## config.mk

```make
export PLATFORM = sky130hd
export DESIGN_NAME = cmr_ctrl
export DESIGN_NICKNAME = d
export VERILOG_FILES = /design/src/rtl/cmr_pkg.sv /design/src/rtl/cmr_ctrl.sv
export SDC_FILE = /design/constraint.sdc
export NUM_CORES = 1
export LEC_CHECK = 0
export ABC_AREA = 1
export BUFFER_PORTS_ARGS = -buffer_cell sky130_fd_sc_hd__buf_2
export CAP_MARGIN = 20
export CORE_MARGIN = 2
export CORE_UTILIZATION = 50
export CTS_CLUSTER_SIZE = 8
export DETAILED_ROUTE_END_ITERATION = 16
export PLACE_DENSITY_LB_ADDON = 0.3
export SLEW_MARGIN = 25
export SYNTH_ARGS = -nofsm -noshare
export SYNTH_HDL_FRONTEND = slang
export SYNTH_SLANG_ARGS = --single-unit
export TNS_END_PERCENT = 5
```

## constraint.sdc

```tcl
create_clock -name clk -period 1.73 [get_ports clk]
set_input_delay 0.0865 -clock clk [delete_from_list [all_inputs] [get_ports clk]]
set_output_delay 0.0865 -clock clk [all_outputs]
set_load 0.05 [all_outputs]
```

## src/rtl/cmr_pkg.sv

```systemverilog
// shared constants, command codes and controller/datapath types for the reorder block
`default_nettype none

package cmr_pkg;

    localparam int MAX_VERTICES = 64;
    localparam int MAX_EDGES    = 512;

    localparam int VID_W   = $clog2(MAX_VERTICES);
    localparam int VCNT_W  = $clog2(MAX_VERTICES + 1);
    localparam int EADDR_W = $clog2(MAX_EDGES);
    localparam int ECNT_W  = 10;
    localparam int DEG_W   = ECNT_W;
    localparam int KEY_W   = DEG_W + VID_W;
    localparam int LADDR_W = VID_W + 1;

    // input item commands
    typedef enum logic [1:0] {
        CMD_LOAD_ROW = 2'd0,
        CMD_LOAD_NB  = 2'd1,
        CMD_RUN      = 2'd2,
        CMD_NOP      = 2'd3
    } cmd_code_t;

    // datapath operations issued by the controller
    typedef enum logic [4:0] {
        OP_NONE,
        OP_LOAD_ROW,
        OP_LOAD_NB,
        OP_DEG_INIT,
        OP_DEG_RD,
        OP_DEG_CALC,
        OP_WALK_INIT,
        OP_Q_RD,
        OP_SPAN_RD,
        OP_SPAN_TAKE,
        OP_NB_RD,
        OP_NB_CHK,
        OP_KDEG,
        OP_INS_RD,
        OP_INS_CMP,
        OP_INS_PUT,
        OP_EMIT,
        OP_LEVEL_NEXT,
        OP_CLEAR,
        OP_EMPTY
    } op_t;

    typedef struct packed {
        op_t op;
    } ctl_t;

    typedef struct packed {
        logic n_zero;
        logic deg_last;
        logic nb_done;
        logic add_ok;
        logic m_zero;
        logic cmp_gt;
        logic lvl_last;
        logic nn_zero;
        logic out_free;
    } stat_t;

endpackage

`default_nettype wire

```

## src/rtl/cmr_ctrl.sv

```systemverilog
// controller: sequences loads, degree scan, breadth-first walk, level insertion and emission
`default_nettype none

module cmr_ctrl (
    input  wire logic           clk,
    input  wire logic           rst_n,
    input  wire logic           item_valid,
    input  wire logic [1:0]     cmd,
    output logic                item_stall,
    input  wire cmr_pkg::stat_t stat,
    output cmr_pkg::ctl_t       ctl
);

    typedef enum logic [4:0] {
        S_IDLE,
        S_DEG_RD,
        S_DEG_CALC,
        S_WALK_INIT,
        S_Q_RD,
        S_SPAN_RD,
        S_SPAN_TAKE,
        S_NB_NEXT,
        S_NB_RD,
        S_NB_CHK,
        S_KDEG,
        S_INS_CHK,
        S_INS_RD,
        S_INS_CMP,
        S_INS_PUT,
        S_EMIT,
        S_LEVEL_NEXT,
        S_CLEAR,
        S_EMPTY
    } state_t;

    state_t state_reg, state_next;
    logic   accept;

    assign item_stall = (state_reg != S_IDLE);
    assign accept     = item_valid && (state_reg == S_IDLE);

    // next state and datapath operation
    always_comb
    begin
        state_next = state_reg;
        ctl.op     = cmr_pkg::OP_NONE;
        unique case (state_reg)
            S_IDLE:
            begin
                if (accept)
                begin
                    unique case (cmd)
                        cmr_pkg::CMD_LOAD_ROW: ctl.op = cmr_pkg::OP_LOAD_ROW;
                        cmr_pkg::CMD_LOAD_NB:  ctl.op = cmr_pkg::OP_LOAD_NB;
                        cmr_pkg::CMD_RUN:
                        begin
                            if (stat.n_zero)
                                state_next = S_EMPTY;
                            else
                            begin
                                ctl.op     = cmr_pkg::OP_DEG_INIT;
                                state_next = S_DEG_RD;
                            end
                        end
                        default: ctl.op = cmr_pkg::OP_NONE;
                    endcase
                end
            end
            S_DEG_RD:
            begin
                ctl.op     = cmr_pkg::OP_DEG_RD;
                state_next = S_DEG_CALC;
            end
            S_DEG_CALC:
            begin
                ctl.op     = cmr_pkg::OP_DEG_CALC;
                state_next = stat.deg_last ? S_WALK_INIT : S_DEG_RD;
            end
            S_WALK_INIT:
            begin
                ctl.op     = cmr_pkg::OP_WALK_INIT;
                state_next = S_Q_RD;
            end
            S_Q_RD:
            begin
                ctl.op     = cmr_pkg::OP_Q_RD;
                state_next = S_SPAN_RD;
            end
            S_SPAN_RD:
            begin
                ctl.op     = cmr_pkg::OP_SPAN_RD;
                state_next = S_SPAN_TAKE;
            end
            S_SPAN_TAKE:
            begin
                ctl.op     = cmr_pkg::OP_SPAN_TAKE;
                state_next = S_NB_NEXT;
            end
            S_NB_NEXT:
                state_next = stat.nb_done ? S_EMIT : S_NB_RD;
            S_NB_RD:
            begin
                ctl.op     = cmr_pkg::OP_NB_RD;
                state_next = S_NB_CHK;
            end
            S_NB_CHK:
            begin
                ctl.op     = cmr_pkg::OP_NB_CHK;
                state_next = stat.add_ok ? S_KDEG : S_NB_NEXT;
            end
            S_KDEG:
            begin
                ctl.op     = cmr_pkg::OP_KDEG;
                state_next = S_INS_CHK;
            end
            S_INS_CHK:
                state_next = stat.m_zero ? S_INS_PUT : S_INS_RD;
            S_INS_RD:
            begin
                ctl.op     = cmr_pkg::OP_INS_RD;
                state_next = S_INS_CMP;
            end
            S_INS_CMP:
            begin
                ctl.op     = cmr_pkg::OP_INS_CMP;
                state_next = stat.cmp_gt ? S_INS_CHK : S_INS_PUT;
            end
            S_INS_PUT:
            begin
                ctl.op     = cmr_pkg::OP_INS_PUT;
                state_next = S_NB_NEXT;
            end
            S_EMIT:
            begin
                if (stat.out_free)
                begin
                    ctl.op = cmr_pkg::OP_EMIT;
                    if (!stat.lvl_last)
                        state_next = S_Q_RD;
                    else if (stat.nn_zero)
                        state_next = S_CLEAR;
                    else
                        state_next = S_LEVEL_NEXT;
                end
            end
            S_LEVEL_NEXT:
            begin
                ctl.op     = cmr_pkg::OP_LEVEL_NEXT;
                state_next = S_Q_RD;
            end
            S_CLEAR:
            begin
                ctl.op     = cmr_pkg::OP_CLEAR;
                state_next = S_IDLE;
            end
            S_EMPTY:
            begin
                if (stat.out_free)
                begin
                    ctl.op     = cmr_pkg::OP_EMPTY;
                    state_next = S_IDLE;
                end
            end
            default:
                state_next = S_IDLE;
        endcase
    end

    // state register
    always_ff @(posedge clk or negedge rst_n)
    begin
        if (!rst_n)
            state_reg <= S_IDLE;
        else
            state_reg <= state_next;
    end

endmodule

`default_nettype wire

```

==> summary.txt <==
Critical Path RT = 1.64 ns
Peak supply drop = 0.00114 V
GP Congestion = 0.910
reg2reg path depth = 9
Worst Tran Pin Value = 0.246 ns
overall power after layout = 2040 uW
RSZ-0062 raised after global routing = yes
CTS buffer count = 3
DR DRC count = 0
Clock Pin Slew Worst Setup and Hold Paths = 0.04 ns
Yosys Warn Count = 0
ratio of final minimum period to clock period = 0.984
Worst EP arrival = 1.62 ns
Max Transition Viols Final = 0
1st-iter DRT viols = 50
Max Clk Rate = 587 MHz
I/O pins = 20
DRT Wirelength = 2230 um
min Tclk post-route = 1.70 ns
Mapped Area = 742 sq um
row cnt = 13
Filler cells = 114
most used cell, CP = nand2_1
WP depth = 7
max cap viols = 0
Final Hold Viols = 0
HPWL after DPL = 1690 um
CP max stage cell = dfrtp_2
element type at the critical path end = output pin
first-pass GRT wire length = 3420 um
Worst-Skew Late Latency = 0.24 ns
worst-path maximum fanout = 6
outcome = complete, no violations
CP delay by family, top = simple AND/OR/NAND/NOR gates
Yosys reg bits = 5
pwr dens = 2060 nW/um^2
clk root buf = clkbuf_4
# diodes = 0
I/O Buffers = 19
# placed instances = 175
Starting Density = 0.550
number of global-route vias before repair = 854
Unique masters post-synth = 19
clock sink count = 5
share of cells above drive strength 1 = 0.329
Core ar. = 1350 sq um
WL/cell = 12.2 um
H-tree Lvls = 1
Final setup viols = 0
Clock Skew = 0.00305 ns
Die ar. = 1810 sq um
Final Non-Filler Cells = 182
Mapped Cells = 140
CTS Buffer Depth = 2
relative slew slack = 0.837
maximum number of pins on one net before global-route repair = 8
die height = 42.5 um
Antenna Nets Post-Route = 0
max FFs per register = 5
final net count = 182
Worst Path Buf+Inv = 2
WS Path Type = register to output pin
gr ovfl total = 0
CP cell instances = nand2_1, inv_1, nand2_1, nand2_1, nor2_1, nand3_1, buf_4
vias after detailed routing = 1,010
Worst Hold Class = primary input to register
initial antenna violation count = 0
Post-Synthesis Net Count = 154
CP startpoint kind = register
sequential share of the synthesized area = 0.169
CTS tree = built
Die Width = 42.5 um
Synth-to-Final Area Change = 33.6%
Initial DRT Pass Iterations = 4
drt via density = 5.55
Largest stage delay, worst path = 0.46 ns
WHS Path Cells = 5
leakage = 0.000584 uW
syn avg cell area = 5.30 sq um
GRT Overall Usage = 0.251
layout by cell type, fill, tap and decap left out, drive strengths merged:
cell type	Yosys	layout
o2111ai	2	2
a21oi	3	3
nand3	14	14
dlygate4sd3	0	1
and2	1	1
clkbuf	0	4
nor2	25	25
nor3	1	1
buf	0	22
inv	24	24
nand2	55	55
dfrtp	5	5
o211ai	3	3
nand4	2	2
o21ai	5	5
power breakdown:
part	switching, uW	internal (uW)
Clock	46.0	87.1
Combinational	1100	519
Sequential	105	175
Total	1260	782
cells in the mapped netlist:
cell type,n,area [sq um]
nor3_1,1,5.00
nand2_2,2,12.5
nand3_1,13,65.1
o211ai_1,3,22.5
inv_2,2,7.51
o21ai_1,1,5.00
nand4_1,2,12.5
inv_1,22,82.6
o21ai_0,2,10.0
nand2_1,53,199
o21ai_2,2,17.5
nand3_4,1,17.5
nor2_1,19,71.3
o2111ai_1,2,17.5
nor2_4,2,22.5
and2_4,1,8.76
dfrtp_1,5,125
nor2_2,4,25.0
a21oi_1,3,15.0
per-layer routing:
| layer | up-vias | global-route usage | part of all wire |
|---|---|---|---|
| li1 | 496 | - | - |
| met1 | 459 | 0.296 | 0.39 |
| met2 | 53 | 0.412 | 0.50 |
| met3 | 2 | 0.0776 | 0.097 |
| met4 | 0 | 0.113 | 0.0076 |
| met5 | - | 0 | 0 |
worst min-delay path: stages:
cell	delay, ns
buf_2	0.10
nand2_1	0.05
nand2_1	0.05
nand2_1	0.06
o21ai_2	0.05
worst paths after layout:
| kind | startpoint | end | slack, ns |
|---|---|---|---|
| worst max-delay path | state_reg[0]$_DFFE_PN0P_ | ctl[1] | 0.03 |
| worst min-delay path | stat[2] | state_reg[4]$_DFFE_PN0P_ | 0.18 |
| worst max register to register | state_reg[0]$_DFFE_PN0P_ | state_reg[1]$_DFFE_PN0P_ | 0.31 |
| worst min register to register | state_reg[4]$_DFFE_PN0P_ | state_reg[4]$_DFFE_PN0P_ | 0.71 |
| max in group asynchronous | rst_n | state_reg[1]$_DFFE_PN0P_ | 1.38 |
| min in group asynchronous | rst_n | state_reg[4]$_DFFE_PN0P_ | 0.21 |
what timing repair did:
action,in CTS,in global routing
hold endpoints to repair,5,0
pin swaps,1,5
setup endpoints to repair,5,5
setup buffers,0,2
hold buffers,1,0
resized for setup,11,16
gates cloned,0,0
kinds of logic after synthesis:
| group | synth area share |
|---|---|
| AND/OR/NAND/NOR | 0.592 |
| flip-flops | 0.169 |
| buffers and inverters | 0.121 |
| AO/OA/AOI/OAI | 0.118 |
stage by stage:
stage	setup WS, ns	utilization	instance area [sq um]	TNS (ns)	hold slack (ns)
floorplan	-0.00343	-	747	-0.00343	-0.209
global placement	0.139	0.643	868	0	-0.101
detailed placement	0.0608	0.643	868	0	-0.0984
CTS	0.00487	0.693	936	0	0.167
global route	-0.0442	0.734	991	-0.131	0.210
finish	0.0274	0.734	991	0	0.184
final cells by class:
cell class	instances	area, sq um	share of cell area
inverter	24	92.6	0.0934
timing repair buffer	23	144	0.145
tap	15	18.8	0.0189
multi-input combinational	111	578	0.583
sequential	5	131	0.133
clock buffer	4	26.3	0.0265
No activity file was read; power rests on OpenSTA's default activity.
